**src/msc_pkg.sv**
```systemverilog
// ----------------------------------------------------------------------------
// msc_pkg: motor stall / contact detector shared definitions
// Widths, register indexes, command modes, reset values and the types that
// travel between the preparation stage and the state stage.
// ----------------------------------------------------------------------------
package msc_pkg;

  localparam int TIME_WIDTH   = 32;
  localparam int FRAC_BITS    = 12;
  localparam int VAL_WIDTH    = 24;
  localparam int THR_WIDTH    = 23;
  localparam int RPM_WIDTH    = 15;
  localparam int PERIOD_WIDTH = 16;
  localparam int MODE_WIDTH   = 2;

  // 60/(2*pi) in Q12, applied to a Q(FRAC_BITS) magnitude
  localparam int SCALE_WIDTH  = 16;
  localparam logic [SCALE_WIDTH-1:0] RPM_SCALE = 16'd39114;
  localparam int RPM_SHIFT    = FRAC_BITS + 12;
  localparam int PROD_WIDTH   = VAL_WIDTH + SCALE_WIDTH;
  localparam int QUOT_WIDTH   = PROD_WIDTH - RPM_SHIFT;
  localparam logic [RPM_WIDTH-1:0] RPM_MAX = '1;

  // stream payload layout; the command mode travels in tuser
  localparam int IN_BITS          = TIME_WIDTH + 2 * VAL_WIDTH;
  localparam int IN_TDATA_WIDTH   = ((IN_BITS + 7) / 8) * 8;
  localparam int OUT_BITS         = 3 + RPM_WIDTH;
  localparam int OUT_TDATA_WIDTH  = ((OUT_BITS + 7) / 8) * 8;

  // command modes
  localparam logic [MODE_WIDTH-1:0] CMD_OPEN_LOOP = 2'd0;
  localparam logic [MODE_WIDTH-1:0] CMD_CURRENT   = 2'd1;
  localparam logic [MODE_WIDTH-1:0] CMD_VELOCITY  = 2'd2;
  localparam logic [MODE_WIDTH-1:0] CMD_POSITION  = 2'd3;

  // configuration register indexes
  localparam int CFG_INDEX_WIDTH = 3;
  localparam int CFG_DATA_WIDTH  = THR_WIDTH;
  localparam logic [CFG_INDEX_WIDTH-1:0] REG_SAMPLE_PERIOD  = 3'd0;
  localparam logic [CFG_INDEX_WIDTH-1:0] REG_STARTUP_IGNORE = 3'd1;
  localparam logic [CFG_INDEX_WIDTH-1:0] REG_STOP_RPM       = 3'd2;
  localparam logic [CFG_INDEX_WIDTH-1:0] REG_OPEN_THR       = 3'd3;
  localparam logic [CFG_INDEX_WIDTH-1:0] REG_CURRENT_THR    = 3'd4;
  localparam logic [CFG_INDEX_WIDTH-1:0] REG_SPEED_THR      = 3'd5;

  // configuration reset values
  localparam logic [PERIOD_WIDTH-1:0] RST_SAMPLE_PERIOD  = 16'd500;
  localparam logic [PERIOD_WIDTH-1:0] RST_STARTUP_IGNORE = 16'd1000;
  localparam logic [RPM_WIDTH-1:0]    RST_STOP_RPM       = 15'd65;
  localparam logic [THR_WIDTH-1:0]    RST_OPEN_THR       = 23'd410;
  localparam logic [THR_WIDTH-1:0]    RST_CURRENT_THR    = 23'd205;
  localparam logic [THR_WIDTH-1:0]    RST_SPEED_THR      = 23'd20480;

  typedef struct packed {
    logic [PERIOD_WIDTH-1:0] sample_period;
    logic [PERIOD_WIDTH-1:0] startup_ignore;
    logic [RPM_WIDTH-1:0]    stop_rpm;
    logic [THR_WIDTH-1:0]    open_thr;
    logic [THR_WIDTH-1:0]    current_thr;
    logic [THR_WIDTH-1:0]    speed_thr;
  } cfg_t;

  typedef struct packed {
    logic [TIME_WIDTH-1:0] time_ms;
    logic                  running;
    logic [RPM_WIDTH-1:0]  rpm;
  } prep_t;

  typedef struct packed {
    logic                 contact_latched;
    logic                 stop_request;
    logic                 indicator_on;
    logic [RPM_WIDTH-1:0] speed_rpm;
  } result_t;

endpackage

```
**src/msc_prep.sv**
```systemverilog
// ----------------------------------------------------------------------------
// msc_prep: input register and per-poll preparation
// Registers the raw poll, then forms the running decision and the rpm
// figure, which depend only on the poll and the configuration.
// ----------------------------------------------------------------------------
module msc_prep (
  input  logic                                clk,
  input  logic                                rst,
  input  msc_pkg::cfg_t                       cfg,
  input  logic                                in_valid,
  output logic                                in_ready,
  input  logic [msc_pkg::IN_TDATA_WIDTH-1:0]  in_data,
  input  logic [msc_pkg::MODE_WIDTH-1:0]      in_user,
  output logic                                prep_valid,
  input  logic                                prep_ready,
  output msc_pkg::prep_t                      prep
);

  function automatic logic [msc_pkg::VAL_WIDTH-1:0] mag(
    input logic [msc_pkg::VAL_WIDTH-1:0] v
  );
    // most negative value maps to 2^23, which is what the negate gives
    return v[msc_pkg::VAL_WIDTH-1] ? (~v + 1'b1) : v;
  endfunction

  function automatic logic [msc_pkg::RPM_WIDTH-1:0] to_rpm(
    input logic [msc_pkg::VAL_WIDTH-1:0] vmag
  );
    logic [msc_pkg::PROD_WIDTH-1:0] prod;
    logic [msc_pkg::QUOT_WIDTH-1:0] quot;
    prod = msc_pkg::PROD_WIDTH'(vmag) * msc_pkg::PROD_WIDTH'(msc_pkg::RPM_SCALE);
    quot = prod[msc_pkg::PROD_WIDTH-1:msc_pkg::RPM_SHIFT];
    if (quot > msc_pkg::QUOT_WIDTH'(msc_pkg::RPM_MAX)) begin
      return msc_pkg::RPM_MAX;
    end
    return quot[msc_pkg::RPM_WIDTH-1:0];
  endfunction

  logic                                raw_valid;
  logic [msc_pkg::IN_TDATA_WIDTH-1:0]  raw;
  logic [msc_pkg::MODE_WIDTH-1:0]      raw_mode;
  logic                                raw_en;
  logic                                prep_en;

  logic [msc_pkg::TIME_WIDTH-1:0]      raw_time;
  logic [msc_pkg::VAL_WIDTH-1:0]       raw_target;
  logic [msc_pkg::VAL_WIDTH-1:0]       raw_velocity;
  logic [msc_pkg::VAL_WIDTH-1:0]       tmag;
  logic                                running;

  assign prep_en  = !prep_valid || prep_ready;
  assign raw_en   = !raw_valid || prep_en;
  assign in_ready = raw_en;

  assign raw_time     = raw[msc_pkg::TIME_WIDTH-1:0];
  assign raw_target   = raw[msc_pkg::TIME_WIDTH +: msc_pkg::VAL_WIDTH];
  assign raw_velocity = raw[msc_pkg::TIME_WIDTH + msc_pkg::VAL_WIDTH +: msc_pkg::VAL_WIDTH];

  assign tmag = mag(raw_target);

  always_comb begin
    case (raw_mode)
      msc_pkg::CMD_OPEN_LOOP: running = tmag > {1'b0, cfg.open_thr};
      msc_pkg::CMD_CURRENT:   running = tmag > {1'b0, cfg.current_thr};
      msc_pkg::CMD_VELOCITY:  running = tmag > {1'b0, cfg.speed_thr};
      msc_pkg::CMD_POSITION:  running = 1'b0;
      default:                running = 1'b0;
    endcase
  end

  always_ff @(posedge clk) begin
    if (rst) begin
      raw_valid  <= 1'b0;
      prep_valid <= 1'b0;
    end else begin
      if (raw_en) begin
        raw_valid <= in_valid;
      end
      if (prep_en) begin
        prep_valid <= raw_valid;
      end
    end
  end

  always_ff @(posedge clk) begin
    if (raw_en && in_valid) begin
      raw      <= in_data;
      raw_mode <= in_user;
    end
    if (prep_en && raw_valid) begin
      prep.time_ms <= raw_time;
      prep.running <= running;
      prep.rpm     <= to_rpm(mag(raw_velocity));
    end
  end

endmodule

```
**src/msc_eval.sv**
```systemverilog
// ----------------------------------------------------------------------------
// msc_eval: detector state and result register
// Applies the sample gate, run start / stop handling, the startup window
// and the stall check, and holds the result until it is taken.
// ----------------------------------------------------------------------------
module msc_eval (
  input  logic                 clk,
  input  logic                 rst,
  input  msc_pkg::cfg_t        cfg,
  input  logic                 prep_valid,
  output logic                 prep_ready,
  input  msc_pkg::prep_t       prep,
  output logic                 out_valid,
  input  logic                 out_ready,
  output msc_pkg::result_t     result
);

  logic [msc_pkg::TIME_WIDTH-1:0] last_sample_time, last_sample_time_next;
  logic [msc_pkg::TIME_WIDTH-1:0] run_start_time, run_start_time_next;
  logic                           was_running, was_running_next;
  logic                           contact_flag, contact_flag_next;
  logic                           lamp_state, lamp_state_next;
  logic [msc_pkg::RPM_WIDTH-1:0]  last_rpm, last_rpm_next;
  logic                           stop_next;

  logic                           take;
  logic [msc_pkg::TIME_WIDTH-1:0] since_sample;
  logic [msc_pkg::TIME_WIDTH-1:0] since_start;
  logic                           run_start;

  assign prep_ready = !out_valid || out_ready;
  assign take       = prep_valid && prep_ready;

  assign since_sample = prep.time_ms - last_sample_time;
  assign run_start    = prep.running && !was_running;
  assign since_start  = prep.time_ms - (run_start ? prep.time_ms : run_start_time);

  always_comb begin
    last_sample_time_next = last_sample_time;
    run_start_time_next   = run_start_time;
    was_running_next      = was_running;
    contact_flag_next     = contact_flag;
    lamp_state_next       = lamp_state;
    last_rpm_next         = last_rpm;
    stop_next             = 1'b0;
    // polls inside the sample period leave the state alone
    if (since_sample >= msc_pkg::TIME_WIDTH'(cfg.sample_period)) begin
      last_sample_time_next = prep.time_ms;
      was_running_next      = prep.running;
      if (run_start) begin
        contact_flag_next   = 1'b0;
        lamp_state_next     = 1'b0;
        last_rpm_next       = '0;
        run_start_time_next = prep.time_ms;
      end
      if (!prep.running) begin
        if (!contact_flag_next) begin
          lamp_state_next = 1'b0;
          last_rpm_next   = '0;
        end
      end else if (since_start < msc_pkg::TIME_WIDTH'(cfg.startup_ignore)) begin
        last_rpm_next = '0;
      end else if (!contact_flag_next) begin
        last_rpm_next = prep.rpm;
        if (prep.rpm <= cfg.stop_rpm) begin
          contact_flag_next = 1'b1;
          lamp_state_next   = 1'b1;
          stop_next         = 1'b1;
        end
      end
    end
  end

  always_ff @(posedge clk) begin
    if (rst) begin
      last_sample_time <= '0;
      run_start_time   <= '0;
      was_running      <= 1'b0;
      contact_flag     <= 1'b0;
      lamp_state       <= 1'b0;
      last_rpm         <= '0;
      out_valid        <= 1'b0;
    end else begin
      if (prep_ready) begin
        out_valid <= prep_valid;
      end
      if (take) begin
        last_sample_time <= last_sample_time_next;
        run_start_time   <= run_start_time_next;
        was_running      <= was_running_next;
        contact_flag     <= contact_flag_next;
        lamp_state       <= lamp_state_next;
        last_rpm         <= last_rpm_next;
      end
    end
  end

  always_ff @(posedge clk) begin
    if (take) begin
      result.contact_latched <= contact_flag_next;
      result.stop_request    <= stop_next;
      result.indicator_on    <= lamp_state_next;
      result.speed_rpm       <= last_rpm_next;
    end
  end

  // a latched contact always has the lamp lit
  a_contact_lamp: assert property (@(posedge clk) disable iff (rst)
    contact_flag |-> lamp_state)
    else $error("contact latched with lamp off");

  a_stop_sets_latch: assert property (@(posedge clk) disable iff (rst)
    (out_valid && result.stop_request) |-> (result.contact_latched && result.indicator_on))
    else $error("stop request without latched contact");

  a_stop_rpm: assert property (@(posedge clk) disable iff (rst)
    (out_valid && result.stop_request) |-> (result.speed_rpm <= cfg.stop_rpm))
    else $error("stop request above stop speed");

  // a stop request always leaves the contact latched
  a_stop_edge: assert property (@(posedge clk) disable iff (rst)
    (take && stop_next) |=> contact_flag)
    else $error("stop request without contact latch");

  a_reset_idle: assert property (@(posedge clk)
    rst |=> !out_valid)
    else $error("result valid after reset");

endmodule

```
**src/motor_stall_contact_detector_unit.sv**
```systemverilog
// ----------------------------------------------------------------------------
// motor_stall_contact_detector_unit: motor stall / contact detector
// Pipeline: a poll reaches result valid via the input register, preparation
// register with the rpm multiply and result register; one result transaction
// per poll. Throughput: one poll per cycle unless output back-pressure stalls.
// Reset: synchronous; clears pipeline valids and detector state, loads the
// configuration registers with their default values.
// ----------------------------------------------------------------------------
module motor_stall_contact_detector_unit (
  input  logic                                 clk,
  input  logic                                 rst,
  input  logic                                 s_axis_tvalid,
  output logic                                 s_axis_tready,
  // time_ms[31:0], command_target[55:32], shaft_velocity[79:56]
  input  logic [msc_pkg::IN_TDATA_WIDTH-1:0]   s_axis_tdata,
  // command_mode[1:0]
  input  logic [msc_pkg::MODE_WIDTH-1:0]       s_axis_tuser,
  output logic                                 m_axis_tvalid,
  input  logic                                 m_axis_tready,
  // contact_latched[0], stop_request[1], indicator_on[2], speed_rpm[17:3],
  // zero pad
  output logic [msc_pkg::OUT_TDATA_WIDTH-1:0]  m_axis_tdata,
  input  logic                                 cfg_wr_en,
  input  logic [msc_pkg::CFG_INDEX_WIDTH-1:0]  cfg_index,
  input  logic [msc_pkg::CFG_DATA_WIDTH-1:0]   cfg_wr_data
);

  msc_pkg::cfg_t    cfg;
  msc_pkg::prep_t   prep;
  msc_pkg::result_t result;
  logic             prep_valid;
  logic             prep_ready;

  always_ff @(posedge clk) begin
    if (rst) begin
      cfg.sample_period  <= msc_pkg::RST_SAMPLE_PERIOD;
      cfg.startup_ignore <= msc_pkg::RST_STARTUP_IGNORE;
      cfg.stop_rpm       <= msc_pkg::RST_STOP_RPM;
      cfg.open_thr       <= msc_pkg::RST_OPEN_THR;
      cfg.current_thr    <= msc_pkg::RST_CURRENT_THR;
      cfg.speed_thr      <= msc_pkg::RST_SPEED_THR;
    end else if (cfg_wr_en) begin
      case (cfg_index)
        msc_pkg::REG_SAMPLE_PERIOD:
          cfg.sample_period <= cfg_wr_data[msc_pkg::PERIOD_WIDTH-1:0];
        msc_pkg::REG_STARTUP_IGNORE:
          cfg.startup_ignore <= cfg_wr_data[msc_pkg::PERIOD_WIDTH-1:0];
        msc_pkg::REG_STOP_RPM:
          cfg.stop_rpm <= cfg_wr_data[msc_pkg::RPM_WIDTH-1:0];
        msc_pkg::REG_OPEN_THR:
          cfg.open_thr <= cfg_wr_data[msc_pkg::THR_WIDTH-1:0];
        msc_pkg::REG_CURRENT_THR:
          cfg.current_thr <= cfg_wr_data[msc_pkg::THR_WIDTH-1:0];
        msc_pkg::REG_SPEED_THR:
          cfg.speed_thr <= cfg_wr_data[msc_pkg::THR_WIDTH-1:0];
        default: ;
      endcase
    end
  end

  msc_prep u_prep (
    .clk        (clk),
    .rst        (rst),
    .cfg        (cfg),
    .in_valid   (s_axis_tvalid),
    .in_ready   (s_axis_tready),
    .in_data    (s_axis_tdata),
    .in_user    (s_axis_tuser),
    .prep_valid (prep_valid),
    .prep_ready (prep_ready),
    .prep       (prep)
  );

  msc_eval u_eval (
    .clk        (clk),
    .rst        (rst),
    .cfg        (cfg),
    .prep_valid (prep_valid),
    .prep_ready (prep_ready),
    .prep       (prep),
    .out_valid  (m_axis_tvalid),
    .out_ready  (m_axis_tready),
    .result     (result)
  );

  assign m_axis_tdata = {
    {(msc_pkg::OUT_TDATA_WIDTH - msc_pkg::OUT_BITS){1'b0}},
    result.speed_rpm,
    result.indicator_on,
    result.stop_request,
    result.contact_latched
  };

endmodule
```
**config.mk**
```make
export PLATFORM = sky130hd
export DESIGN_NAME = motor_stall_contact_detector_unit
export DESIGN_NICKNAME = d
export VERILOG_FILES = /design/src/msc_pkg.sv /design/src/msc_prep.sv /design/src/msc_eval.sv /design/src/motor_stall_contact_detector_unit.sv
export SDC_FILE = /design/constraint.sdc
export NUM_CORES = 1
export LEC_CHECK = 0
export BUFFER_PORTS_ARGS = -buffer_cell sky130_fd_sc_hd__buf_2
export CORE_AREA = 10 10 265 267
export CTS_CLUSTER_DIAMETER = 150
export CTS_CLUSTER_SIZE = 8
export DETAILED_ROUTE_END_ITERATION = 6
export DIE_AREA = 0 0 275 277
export HOLD_SLACK_MARGIN = 0.1
export PLACE_DENSITY = 0.54
export SYNTH_ARGS = -nofsm -noshare
export SYNTH_HDL_FRONTEND = slang
export SYNTH_SLANG_ARGS = --single-unit
export TNS_END_PERCENT = 20
```
**constraint.sdc**
```tcl
create_clock -name clk -period 18.1 [get_ports clk]
set_clock_uncertainty 0.2 [all_clocks]
set_input_delay 2.715 -clock clk [delete_from_list [all_inputs] [get_ports clk]]
set_output_delay 2.715 -clock clk [all_outputs]
set_load 0.02 [all_outputs]
```
**Yosys cells after proc, flatten, opt, wreduce, memory -nomap -nowiden**

Index checks and enable logic that the tools add are counted.

- Bits in latches: 0
- Memories kept: 0
- Memory bits (read-only): 0
- RAM bits: 0
- Output and inout bits: 26
- Word-level logic and storage cells: 97
- Register bits after elaboration: 349
- Input bits: 113

- Eq/ne operators: 8
- Mux-type cells: 28
- $add $sub $neg: 4
- $mul: 1
- Shifts and indexed selects: 0
- Reduce and logical (&&, ||, !) cells: 21
- Div/mod/pow operators: 0
- $lt $le $gt $ge: 7
- Bitwise gates (word level): 4

Operators with widths:

| operator | count |
|---|---|
| two-way mux 15 bit | 8 |
| > comparator 24 x 23 -> 1 bit | 3 |
| subtractor 32 bit | 2 |
| adder 24 x 1 -> 24 bit, second input constant | 2 |
| two-way mux 24 bit | 2 |
| NOT 24 bit | 2 |
| multiplier 24 x 15 -> 39 bit, second input constant | 1 |
| >= comparator 32 x 16 -> 1 bit | 1 |
| less-than comparator 32 x 16 -> 1 bit | 1 |
| two-way mux 32 bit | 1 |
| > comparator 16 x 15 -> 1 bit, second input constant | 1 |
| two-way mux 1 bit | 16 |
| <= comparator 15 bit | 1 |
| AND reduction 2 bit | 7 |
| equality test 3 x 2 -> 1 bit, second input constant | 2 |
| equality test 3 bit, second input constant | 2 |
| equality test 2 bit, second input constant | 2 |
| logical AND 1 bit | 4 |
| zero test 1 bit | 4 |
| case mux 1 bit (4 select lines) | 1 |
| OR reduction 4 bit | 1 |
| equality test 3 x 1 -> 1 bit, second input constant | 1 |
| zero test 3 bit | 1 |
| logical OR 1 bit | 3 |
| other kinds (3) | 4 |

**Depth between registers and ports, before layout**

Gate-level depths: netlist of run 1.

- Depth after elaboration: 8
- Depth in mapped cells: 29
- Mapped depth without buffers: 28

**Cells and area by module**

From an unflattened synthesis of run 1, not the netlist that was laid out.

- Cell total of the unflattened synthesis: 2899
- Area, all modules: 27263.6 µm²

Modules (own cells, without submodules):

| module | area each (µm²) | cells each | times used | sequential area each (µm²) |
|---|---|---|---|---|
| msc_prep | 12852.3 | 1202 | 1 | 3943.8 |
| msc_eval | 9754.4 | 1263 | 1 | 2202.1 |
| motor_stall_contact_detector_unit | 4657.0 | 434 | 1 | 2322.2 |

**Least setup slack after synthesis of run 1**

Ideal clock, no wire load.

- Kind: input -> register
- From: in m_axis_tready
- To: reg u_prep.raw[0] (netlist bit) (enable)
- Data arrival time: 6932 ps
- Cell stages on the path: 2
- Path slack: 10396 ps
- Cells stage by stage: nor2b_1 a31oi_1

- Word-level cells in the longest chain between the ends: 4

RTL lines:

| what | RTL line | source |
|---|---|---|
| start: declaration | motor_stall_contact_detector_unit.sv:19 | `input logic m_axis_tready,` |
| logical OR 1 bit | msc_eval.sv:31 | `assign prep_ready = !out_valid \|\| out_ready;` |
| logical OR 1 bit | msc_prep.sv:51 | `assign prep_en = !prep_valid \|\| prep_ready;` |
| logical OR 1 bit | msc_prep.sv:52 | `assign raw_en = !raw_valid \|\| prep_en;` |
| logical AND 1 bit | msc_prep.sv:86 | `if (raw_en && in_valid) begin` |
| end signal: assignment | msc_prep.sv:87 | `raw <= in_data;` |
| end: declaration | msc_prep.sv:40 | `logic [msc_pkg::IN_TDATA_WIDTH-1:0] raw;` |

Every way passes these cells.
A chain may end at the register's enable or synchronous reset.

**Final worst setup path of run 1**

- From: reg u_prep.raw[58] (netlist bit)
- To: reg u_prep.prep[0] (netlist name)

- Word-level cells in the longest chain between the ends: 8

RTL lines:

| what | RTL line | source |
|---|---|---|
| NOT 24 bit | msc_prep.sv:23 | `return v[msc_pkg::VAL_WIDTH-1] ? (~v + 1'b1) : v;` |
| adder 24 x 1 -> 24 bit | msc_prep.sv:23 |  |
| two-way mux 24 bit * | msc_prep.sv:23 |  |
| multiplier 24 x 15 -> 39 bit * | msc_prep.sv:31 | `prod = msc_pkg::PROD_WIDTH'(vmag) * msc_pkg::PROD_WIDTH'(msc_pkg::RPM_SCALE);` |
| > comparator 16 x 15 -> 1 bit | msc_prep.sv:33 | `if (quot > msc_pkg::QUOT_WIDTH'(msc_pkg::RPM_MAX)) begin` |
| two-way mux 1 bit | msc_prep.sv:33 |  |
| two-way mux 1 bit | msc_prep.sv:90 | `if (prep_en && raw_valid) begin` |
| two-way mux 15 bit * | msc_prep.sv:36 | `return quot[msc_pkg::RPM_WIDTH-1:0];` |

Every way passes the cells marked *; elsewhere a longest branch is shown, timed or not. The select of a mux whose other input is x is not followed.

==> summary.txt, run 1 <==
Status
  • Outcome: finished clean

Clock tree
  • Worst-Skew Late Latency: about 0.6 ns
  • CTS Root Cell: clkbuf_16
  • Num CTS Buffers: between 40 and 50
  • H-Tree Depth: 2
  • TritonCTS clock tree: done
  • Clk sink count: about 350
  • Cts repair resizes: 0
  • Clk slew on worst S/H paths: 0.06 ns
  • Post-CTS Hold Fix Bufs: 0
  • Max Root-Sink Buffers: 3
  • Setup bufs post-CTS: 0

Power
  • VDD IR max: about 0.20 mV
  • Leak: 0.0121 uW
  • Pwr Density: about 180 nW/um2

Routing
  • Routed Antenna Nets: 0
  • Detailed Route Iter0 Violations: approximately 1,200
  • Via/cell ratio: roughly 5.3
  • Vias: roughly 20,000
  • Number of remaining DRC errors: 0
  • DR WL/cell: approximately 18 um
  • Final wirelength: 69.6 mm
  • Pre-antenna DRT Iters: 7

STA
  • Tcrit/Tclk final: 0.466
  • Max Clk Rate: ~0.12 GHz
  • Slew Limit Fails: 0
  • Worst hold slack: 0.212 ns
  • Normalized max-slew margin: 0.199
  • Final Setup Violations: 0
  • TNS Setup: 0 ns
  • Shortest period the worst path allows: between 8 and 9 ns
  • Final hold violations: 0
  • Measured slew at the worst slew-check pin: 1.20 ns
  • RSZ-0062 raised after global routing: no

Critical path
  • R2R depth: 26
  • Critical R2R Capture: u_prep.prep[0]
  • Stages on the worst setup path: 26
  • Largest delay share family, worst path: adder cells
  • CP Capture Type: flip-flop
  • FF-to-FF setup slack: between 9 and 10 ns
  • Worst Path Arrival: about 8.5 ns
  • Critical Path Sink: u_prep.prep[0]
  • Crit path from: u_prep.raw[58]
  • Crit Path Class: flip-flop to flip-flop
  • Critical path startpoint category: flip-flop
  • Req. time, crit path: 18.16 ns
  • Buffer and inverter count on the worst path: 4
  • Worst-path maximum fanout: 15
  • Worst reg2reg startpoint: u_prep.raw[58]
  • CP max stage cell: xnor2_1
  • Crit-path max cell delay: 0.85 ns

Global routing
  • Largest net degree at the start of global routing: ~110
  • GRT overflow: 0
  • First-pass GRT wire length: 112 mm
  • Initial antenna violation count: 2
  • GRT Total Usage: 0.181
  • Number of global-route vias before repair: about 20,000

Floorplanning
  • Chip width: roughly 280 um
  • Core footprint: roughly 65,000 um2
  • Starting Density: 0.394
  • Chip height: roughly 280 um
  • I/O Pins: about 140
  • Die area: 76,200 um2
  • Cell Rows: 94

Yosys
  • Async S/R FF share, synth: 0
  • Synth cell types: 84
  • Post-synth EDFFs: 148
  • Synth Register Bits: ~350
  • Syn avg cell area: between 9 and 10 um2
  • Yosys warnings: 0
  • Sequential share of the synthesized area: 0.330
  • Primary FF master, synth: dfxtp_1
  • Mapped Area: 25,700 um2
  • Mapped Cells: approximately 2,800

Cells and area
  • Most common cell after layout, fill and taps aside: inv_1
  • Nets: 3,453
  • Most frequent cells in the layout: inv_1 (377), ha_1 (364), nand2_1 (314)
  • Area growth, synth to finish: 10.8%
  • Share of layout cells above drive strength 1: 0.0811

Place
  • # port buffers: between 100 and 150
  • Hpwl dp: between 50 and 60 mm
  • RD Place Congestion: between 0.8 and 0.9

Min path
  • Hold crit path type: flip-flop to flip-flop

Flow run
  • Max-cap check violation count: 0
## sequential cells by signal, summed over array words and instances (netlist names)
signal and count:
u_prep.raw 80, u_prep.raw_valid 1, u_prep.raw_mode 2, u_eval.last_sample_time 32
cfg 116, u_eval.run_start_time 32, u_prep.prep 48, u_eval.contact_flag 1
u_eval.result 18, u_eval.last_rpm 15, u_prep.prep_valid 1, u_eval.lamp_state 1
u_eval.out_valid 1, u_eval.was_running 1
## metrics by stage
stage          utilization  std cells  setup WS, ns  total power (uW)  instance area, um2
6_report             0.437       3774          9.67              5060               28500
5_1_grt              0.437       3773          8.95              5650               28500
4_1_cts              0.437       3773          9.59              5110               28500
3_5_place_dp         0.415       3692          9.65              4200               27100
3_3_place_gp         0.415       3692          9.81              4130               27100
2_1_floorplan            -       2794         10.40              3470               25700
## per-layer routing
layer / part of all wire / vias to the layer above / track usage / routed length [um]
li1: - / 9926 / - / -
met1: 0.44 / 9588 / 0.225 / 30600
met2: 0.50 / 408 / 0.321 / 34500
met3: 0.039 / 111 / 0.0241 / 2730
met4: 0.026 / 0 / 0.0513 / 1830
met5: 0 / - / 0 / 0
## where the power goes
part | internal (uW) | switching (uW)
logic | 1350 | 1840
registers | 963 | 53.1
clock network | 508 | 355
total | 2820 | 2250
## layout make-up
type                       count  area [um2]
timing repair buffer         139         719
sequential                   349        8470
tap                          864        1080
fill                        6431       36700
inverter                     378        1420
multi-input combinational   1962       15400
clock inverter                 3        41.3
antenna                        1        2.50
clock buffer                  78        1360
## synthesized netlist by cell type, types with 13 or more instances
| cell | n | share of area |
|---|---|---|
| xnor2_1 | 65 | 0.022 |
| edfxtp_1 | 148 | 0.17 |
| nand2b_1 | 24 | 0.0058 |
| a21oi_1 | 257 | 0.050 |
| nand2_1 | 314 | 0.046 |
| clkbuf_1 | 78 | 0.011 |
| a211oi_2 | 20 | 0.0097 |
| or3_1 | 13 | 0.0032 |
| ha_1 | 364 | 0.18 |
| nor4_1 | 13 | 0.0032 |
| dfxtp_1 | 201 | 0.16 |
| o211ai_1 | 16 | 0.0047 |
| nand4_1 | 40 | 0.0097 |
| a211oi_1 | 29 | 0.0085 |
| inv_1 | 377 | 0.055 |
| nand3b_1 | 14 | 0.0041 |
| and3_1 | 18 | 0.0044 |
| a21o_1 | 50 | 0.015 |
| buf_2 | 13 | 0.0025 |
| nor2_1 | 147 | 0.021 |
| o31ai_1 | 19 | 0.0056 |
| nand3_1 | 37 | 0.0072 |
| o21ai_0 | 79 | 0.015 |
| nor3_1 | 26 | 0.0051 |
| o21a_1 | 25 | 0.0073 |
| xor2_1 | 23 | 0.0078 |
| nor2b_1 | 26 | 0.0063 |
| fa_1 | 97 | 0.076 |
| a22o_1 | 16 | 0.0055 |
| mux2i_1 | 40 | 0.016 |
| a32o_1 | 16 | 0.0062 |
| a211o_1 | 20 | 0.0068 |
## how the worst min path moves through the flow
| stage | from | to | slack, ns | cells past startpoint |
|---|---|---|---|---|
| finish | u_prep.raw[23] | u_prep.prep[39] | 0.21 | 0 |
| global route | u_prep.raw[23] | u_prep.prep[39] | 0.22 | 0 |
| CTS | u_prep.raw[23] | u_prep.prep[39] | 0.21 | 0 |
| detailed placement | u_prep.raw[23] | u_prep.prep[39] | 0.21 | 0 |
| global placement | u_prep.raw[30] | u_prep.prep[46] | 0.21 | 0 |
| floorplan | u_prep.raw[0] | u_prep.prep[16] | 0.20 | 0 |
## logic make-up after synthesis
logic type | Yosys count | share of synthesized area
AND/OR/NAND/NOR | 710 | 0.128
AO/OA/AOI/OAI | 657 | 0.170
buffers and inverters | 483 | 0.0734
adder cells (fa/ha/maj) | 461 | 0.253
flip-flops | 349 | 0.330
XOR/XNOR | 88 | 0.0300
multiplexers | 40 | 0.0156
other | 1 | 0.000146
Power figures use the tool's default switching activity.
==> run 2, diff against run 1 <==
--- a/config.mk
+++ b/config.mk
@@ -12,7 +12,7 @@
 export DETAILED_ROUTE_END_ITERATION = 6
 export DIE_AREA = 0 0 275 277
 export HOLD_SLACK_MARGIN = 0.1
-export PLACE_DENSITY = 0.54
+export PLACE_DENSITY = 0.56
 export SYNTH_ARGS = -nofsm -noshare
 export SYNTH_HDL_FRONTEND = slang
 export SYNTH_SLANG_ARGS = --single-unit
==> constraint.sdc (replaced) <==
create_clock -name clk -period 7.55 [get_ports clk]
set_clock_uncertainty 0.2 [all_clocks]
set_input_delay 1.1325 -clock clk [delete_from_list [all_inputs] [get_ports clk]]
set_output_delay 1.1325 -clock clk [all_outputs]
set_load 0.02 [all_outputs]
==> run 2 against run 1 <==
Against the previous run: first-iteration DRC count decreased by 2.9%; critical path type unchanged; sequential share of layout area decreased by 0.53 points; final cell count increased by 1.0%; critical path depth increased by 1; combinational power increased to 2.6 times the previous value; sequential power increased by 140%; worst hold slack improved by 0.0032 ns; via count increased by 0.53%; global-route usage decreased by 0.39 points; clock-buffer cell count increased by 1; total power increased by 150%; non-clock buffer count increased by 37.
==> summary.txt, run 2 (synthesis gave the netlist of run 1 again) <==
Clock tree
  • Clk sink count: 349
  • Clk slew on worst S/H paths: approximately 0.05 ns
  • Num CTS Buffers: 49
  • Max Root-Sink Buffers: 3
  • Worst-Skew Late Latency: 0.60 ns
  • TritonCTS clock tree: done
  • CTS Root Cell: clkbuf_16
  • H-Tree Depth: 2
  • Post-CTS Hold Fix Bufs: 0

Cells and area
  • Share of layout cells above drive strength 1: 0.103
  • Area of the multi-input gates: between 15,000 and 20,000 um2
  • Area growth, synth to finish: 12.9%
  • Nets: 3,490
  • Top flop regs: cfg x116, u_prep.raw x80, u_prep.prep x48
  • Most frequent cells in the layout: inv_1 (377), ha_1 (361), nand2_1 (314)
  • Post-route cell area: roughly 29,000 um2
  • Most common cell after layout, fill and taps aside: inv_1
  • Largest Register: cfg
  • Max FFs per register: between 100 and 150
  • Register Area: between 8000 and 9000 um2
  • Utilization after layout: 0.445
  • Fillers: approximately 6,300

Floorplanning
  • Chip width: ~280 um
  • Starting Density: 0.394
  • Core footprint: 65,200 um2
  • Chip height: between 200 and 300 um
  • Die area: 76,200 um2
  • I/O Pins: roughly 140
  • Cell Rows: 94

Place
  • # port buffers: roughly 130
  • Hpwl dp: about 53 mm
  • RD Place Congestion: just under 0.9
  • Placed cell area: 27,300 um2
  • DP Worst Slack: -0.121 ns

Global routing
  • Initial antenna violation count: 2
  • Number of global-route vias before repair: just over 20,000
  • GR Layer Usage met3: 0.0228
  • Met2 GRT Util: 0.313
  • GRT overflow: 0
  • GRT Total Usage: 0.177
  • Largest net degree at the start of global routing: between 100 and 150
  • Grt met1 use: 0.221
  • Most used routing layer: met2
  • First-pass GRT wire length: roughly 110 mm

Critical path
  • Crit-path max cell delay: between 0.5 and 0.6 ns
  • CP max stage cell: fa_1
  • Buffer and inverter count on the worst path: 3
  • Crit Path Class: flip-flop to flip-flop
  • Most frequent CP cell: fa_1
  • Worst-path maximum fanout: 7
  • Worst Path Arrival: 7.38 ns
  • Largest delay share family, worst path: adder cells
  • Critical path startpoint category: flip-flop
  • Req. time, crit path: a little under 8 ns
  • CP Capture Type: flip-flop

Routing
  • Final wirelength: between 60 and 70 mm
  • Vias: 20,100
  • Routed Antenna Nets: 0
  • Pre-antenna DRT Iters: 5
  • Via/cell ratio: between 5 and 6
  • Detailed Route Iter0 Violations: 1,152
  • DR WL/cell: around 18 um
  • Number of remaining DRC errors: 0

STA
  • Final Setup Violations: 0
  • Worst hold slack: 0.216 ns
  • Max Clk Rate: between 0.1 and 0.15 GHz
  • Tcrit/Tclk final: 0.960
  • Slew Limit Fails: 0
  • Final hold violations: 0
  • Shortest period the worst path allows: 7.25 ns
  • Worst Slack Setup Final: 0.304 ns
  • RSZ-0062 raised after global routing: yes
  • Normalized max-slew margin: 0.223
  • Measured slew at the worst slew-check pin: approximately 1.2 ns
  • TNS Setup: 0 ns

Power
  • VDD IR max: 0.483 mV
  • Leak: 0.0123 uW
  • Pwr Density: about 440 nW/um2

Status
  • Outcome: finished clean

Flow run
  • Max-cap check violation count: 0

Min path
  • Hold crit path type: flip-flop to flip-flop
## run 2: cell count changes in the layout (fill, tap and decap cells not counted), moves of 3 or more
cell     change
a21oi_1      -4
nor2_1       -3
a21oi_2      +4
ha_4         +3
xnor2_2      +6
ha_1         -3
buf_4       +35
xnor2_1      -6
## run 2: area by class of cell
type                    count  area share
multi-input cells        1962       0.538
flip-flops and latches    349       0.292
inverters                 378      0.0490
clock buffers              79      0.0469
well taps                 864      0.0373
repair buffers            176      0.0348
clock inverters             3     0.00142
diodes                      1   0.0000864
## run 2: final timing paths
check                           slack (ns)      startpoint               to  depth (start not counted)
worst max-delay path                  0.30  u_prep.raw[59]  u_prep.prep[10]                         27
worst min-delay path                  0.22  u_prep.raw[30]  u_prep.prep[46]                          0
worst max register to register        0.30  u_prep.raw[59]  u_prep.prep[10]                         27
worst min register to register        0.22  u_prep.raw[30]  u_prep.prep[46]                          0
## run 2: timing repair
action                                  CTS  global route
setup buffers                             0            10
endpoints found under the setup margin   15            15
resized for setup                         4            35
gates cloned                              0             1
pin swaps                                 0            15
## run 2: stage by stage
step / total power, uW / instances
after floorplan: 8320 / 2794
after CTS: 12200 / 3800
after detailed placement: 10000 / 3718
final: 12600 / 3812
after global routing: 14100 / 3812
after global placement: 9870 / 3718
## run 2: layer usage
layer	share of wire	vias to the layer above
met5	0.00019	-
met4	0.023	2
met3	0.040	105
met2	0.50	419
met1	0.44	9622
li1	-	9991
## run 2: report_power, final
part	internal (uW)	switching [uW]	leakage [uW]
registers	2310	126	0.00305
logic	3590	4530	0.00862
clock network	1220	864	0.000671
==> run 3, diff against run 2 <==
--- a/config.mk
+++ b/config.mk
@@ -13,6 +13,7 @@
 export DIE_AREA = 0 0 275 277
 export HOLD_SLACK_MARGIN = 0.1
 export PLACE_DENSITY = 0.56
+export RECOVER_POWER = 25
 export SYNTH_ARGS = -nofsm -noshare
 export SYNTH_HDL_FRONTEND = slang
 export SYNTH_SLANG_ARGS = --single-unit
==> run 3 against run 2 <==
Against the previous run: the run now ends with capacitance limit, slew limit left; largest power group unchanged; first-iteration DRC count down 2.5%; non-clock buffer count did not move; combinational power about the same; sequential share of layout area barely moved; cell area hardly changed; global-route usage stayed put; final cell count unchanged.
==> summary.txt, run 3 (synthesis gave the netlist of run 1 again) <==
Place
  • Hpwl dp: 52.7 mm
  • DP Worst Slack: -0.121 ns
  • # port buffers: approximately 130
  • RD Place Congestion: just under 0.9

Min path
  • Hold crit path type: flip-flop to flip-flop
  • Hold Crit Start: u_prep.raw[22]

Clock tree
  • CTS Root Cell: clkbuf_16
  • TritonCTS clock tree: done
  • Clk slew on worst S/H paths: approximately 0.06 ns
  • Num CTS Buffers: 49
  • Clk sink count: roughly 350
  • Worst-Skew Late Latency: about 0.60 ns
  • H-Tree Depth: 2
  • Max Root-Sink Buffers: 3
  • Post-CTS Hold Fix Bufs: 0

Power
  • Net switching fraction of the power: 0.437
  • Pint: 7120 uW
  • Psw: between 5000 and 6000 uW
  • Clock power share: 0.165
  • VDD IR max: between 0.4 and 0.5 mV
  • Pwr Density: 436 nW/um2
  • Leak: roughly 0.012 uW
  • Combinational group share of total power: 0.642
  • Reg power frac: 0.193

Routing
  • Via/cell ratio: approximately 5.3
  • Detailed Route Iter0 Violations: between 1,000 and 1,500
  • Number of remaining DRC errors: 0
  • Routed Antenna Nets: 0
  • Pre-antenna DRT Iters: 5
  • Vias: slightly above 20,000
  • DR WL/cell: approximately 18 um
  • Final wirelength: 68.7 mm

Cells and area
  • Fillers: 6,343
  • Largest Register: cfg
  • Nets: roughly 3,500
  • Most frequent cells in the layout: inv_1 (377), ha_1 (361), nand2_1 (314)
  • Area growth, synth to finish: 12.8%
  • Share of layout cells above drive strength 1: 0.101
  • Area of the multi-input gates: about 16,000 um2
  • Max FFs per register: approximately 120
  • Top flop regs: cfg x116, u_prep.raw x80, u_prep.prep x48
  • Most common cell after layout, fill and taps aside: inv_1
  • Register Area: 8470 um2

STA
  • Slew Limit Fails: 105
  • RSZ-0062 raised after global routing: yes
  • Shortest period the worst path allows: between 7 and 8 ns
  • Worst Slack Setup Final: just over 0.3 ns
  • Max Clk Rate: roughly 0.14 GHz
  • Tcrit/Tclk final: 0.959
  • TNS Setup: 0 ns
  • Measured slew at the worst slew-check pin: between 4 and 5 ns
  • Final hold violations: 0
  • Normalized max-slew margin: -2.05
  • Final Setup Violations: 0

Global routing
  • Initial antenna violation count: 2
  • Largest net degree at the start of global routing: between 100 and 150
  • GRT overflow: 0
  • GRT Total Usage: 0.177
  • First-pass GRT wire length: between 100 and 150 mm
  • Number of global-route vias before repair: 20,400

Status
  • Failing checks: capacitance limit, slew limit
  • Outcome: finished with violations

Floorplanning
  • Cell Rows: 94
  • Core footprint: 65,200 um2
  • Chip width: 275 um
  • Die area: 76,200 um2
  • Starting Density: 0.394
  • I/O Pins: between 100 and 150
  • Chip height: between 200 and 300 um

Critical path
  • Worst Path Arrival: about 7.4 ns
  • Worst-path maximum fanout: 7
  • Crit-path max cell delay: around 0.55 ns
  • Crit Path Class: flip-flop to flip-flop
  • Worst reg2reg startpoint: u_prep.raw[59]
  • Req. time, crit path: 7.69 ns
  • Most frequent CP cell: fa_1
  • Critical path startpoint category: flip-flop
  • CP max stage cell: fa_1
  • CP Capture Type: flip-flop
  • Crit path from: u_prep.raw[59]

Flow run
  • Max-cap check violation count: 2
==> run 3: cell count changes in the layout (fill, tap and decap cells not counted), sizes merged <==
cell / delta
buf: -4
clkbuf: +4
==> run 3: path summary, 6_finish.rpt <==
path | endpoint | slack (ns) | cells past startpoint
worst max-delay path | u_prep.prep[10] | 0.31 | 27
worst min-delay path | u_prep.prep[38] | 0.21 | 0
worst max register to register | u_prep.prep[10] | 0.31 | 27
worst min register to register | u_prep.prep[38] | 0.21 | 0
==> run 3: power groups by stage <==
stage,Clock (uW),Sequential (uW),Combinational [uW]
finish,2080,2440,8110
floorplan,0,2420,5900
CTS,2150,2430,7650
global route,2230,2450,9410
detailed placement,0,2470,7570
global placement,0,2470,7400
==> run 3: timing repair <==
item	4_1_cts	5_1_grt
pin swaps	0	15
gates cloned	0	1
endpoints found under the setup margin	15	15
gates resized for setup	4	35
hold endpoints to repair	0	0
buffers inserted	0	10
==> run 3: cell type report <==
cell class,instances,share of cell area
Multi-Input combinational cell,1962,0.538
Sequential cell,349,0.292
Inverter,378,0.0490
Clock buffer,79,0.0470
Tap cell,864,0.0373
Timing Repair Buffer,176,0.0344
Clock inverter,3,0.00143
Antenna cell,1,0.0000864
==> run 3: worst max-delay path, delay by kind of cell, from the launching register on <==
family                     cells  cell delay [ns]
buffers and inverters          3             0.31
adders and majority gates      7             3.06
AOI/OAI and AO/OA              7             1.44
xor gates and xnor gates       2             0.42
and+or+nand+nor                8             1.15
DFF                            1             0.41
==> run 3: routing by layer <==
metal,vias to the layer above,part of all wire,track usage
li1,9994,-,-
met1,9631,0.44,0.221
met2,423,0.50,0.313
met3,117,0.040,0.0228
met4,2,0.024,0.0496
met5,-,0.00019,0
==> run 3: per-stage QoR <==
stage / total power (uW) / util / hold slack [ns] / std cells / area (um2)
4_1_cts: 12200 / 0.440 / 0.214 / 3800 / 28700
5_1_grt: 14100 / 0.444 / 0.225 / 3812 / 29000
6_report: 12600 / 0.444 / 0.214 / 3812 / 29000
2_1_floorplan: 8320 / - / 0.200 / 2794 / 25700
3_5_place_dp: 10000 / 0.418 / 0.206 / 3718 / 27300
3_3_place_gp: 9870 / 0.418 / 0.207 / 3718 / 27300
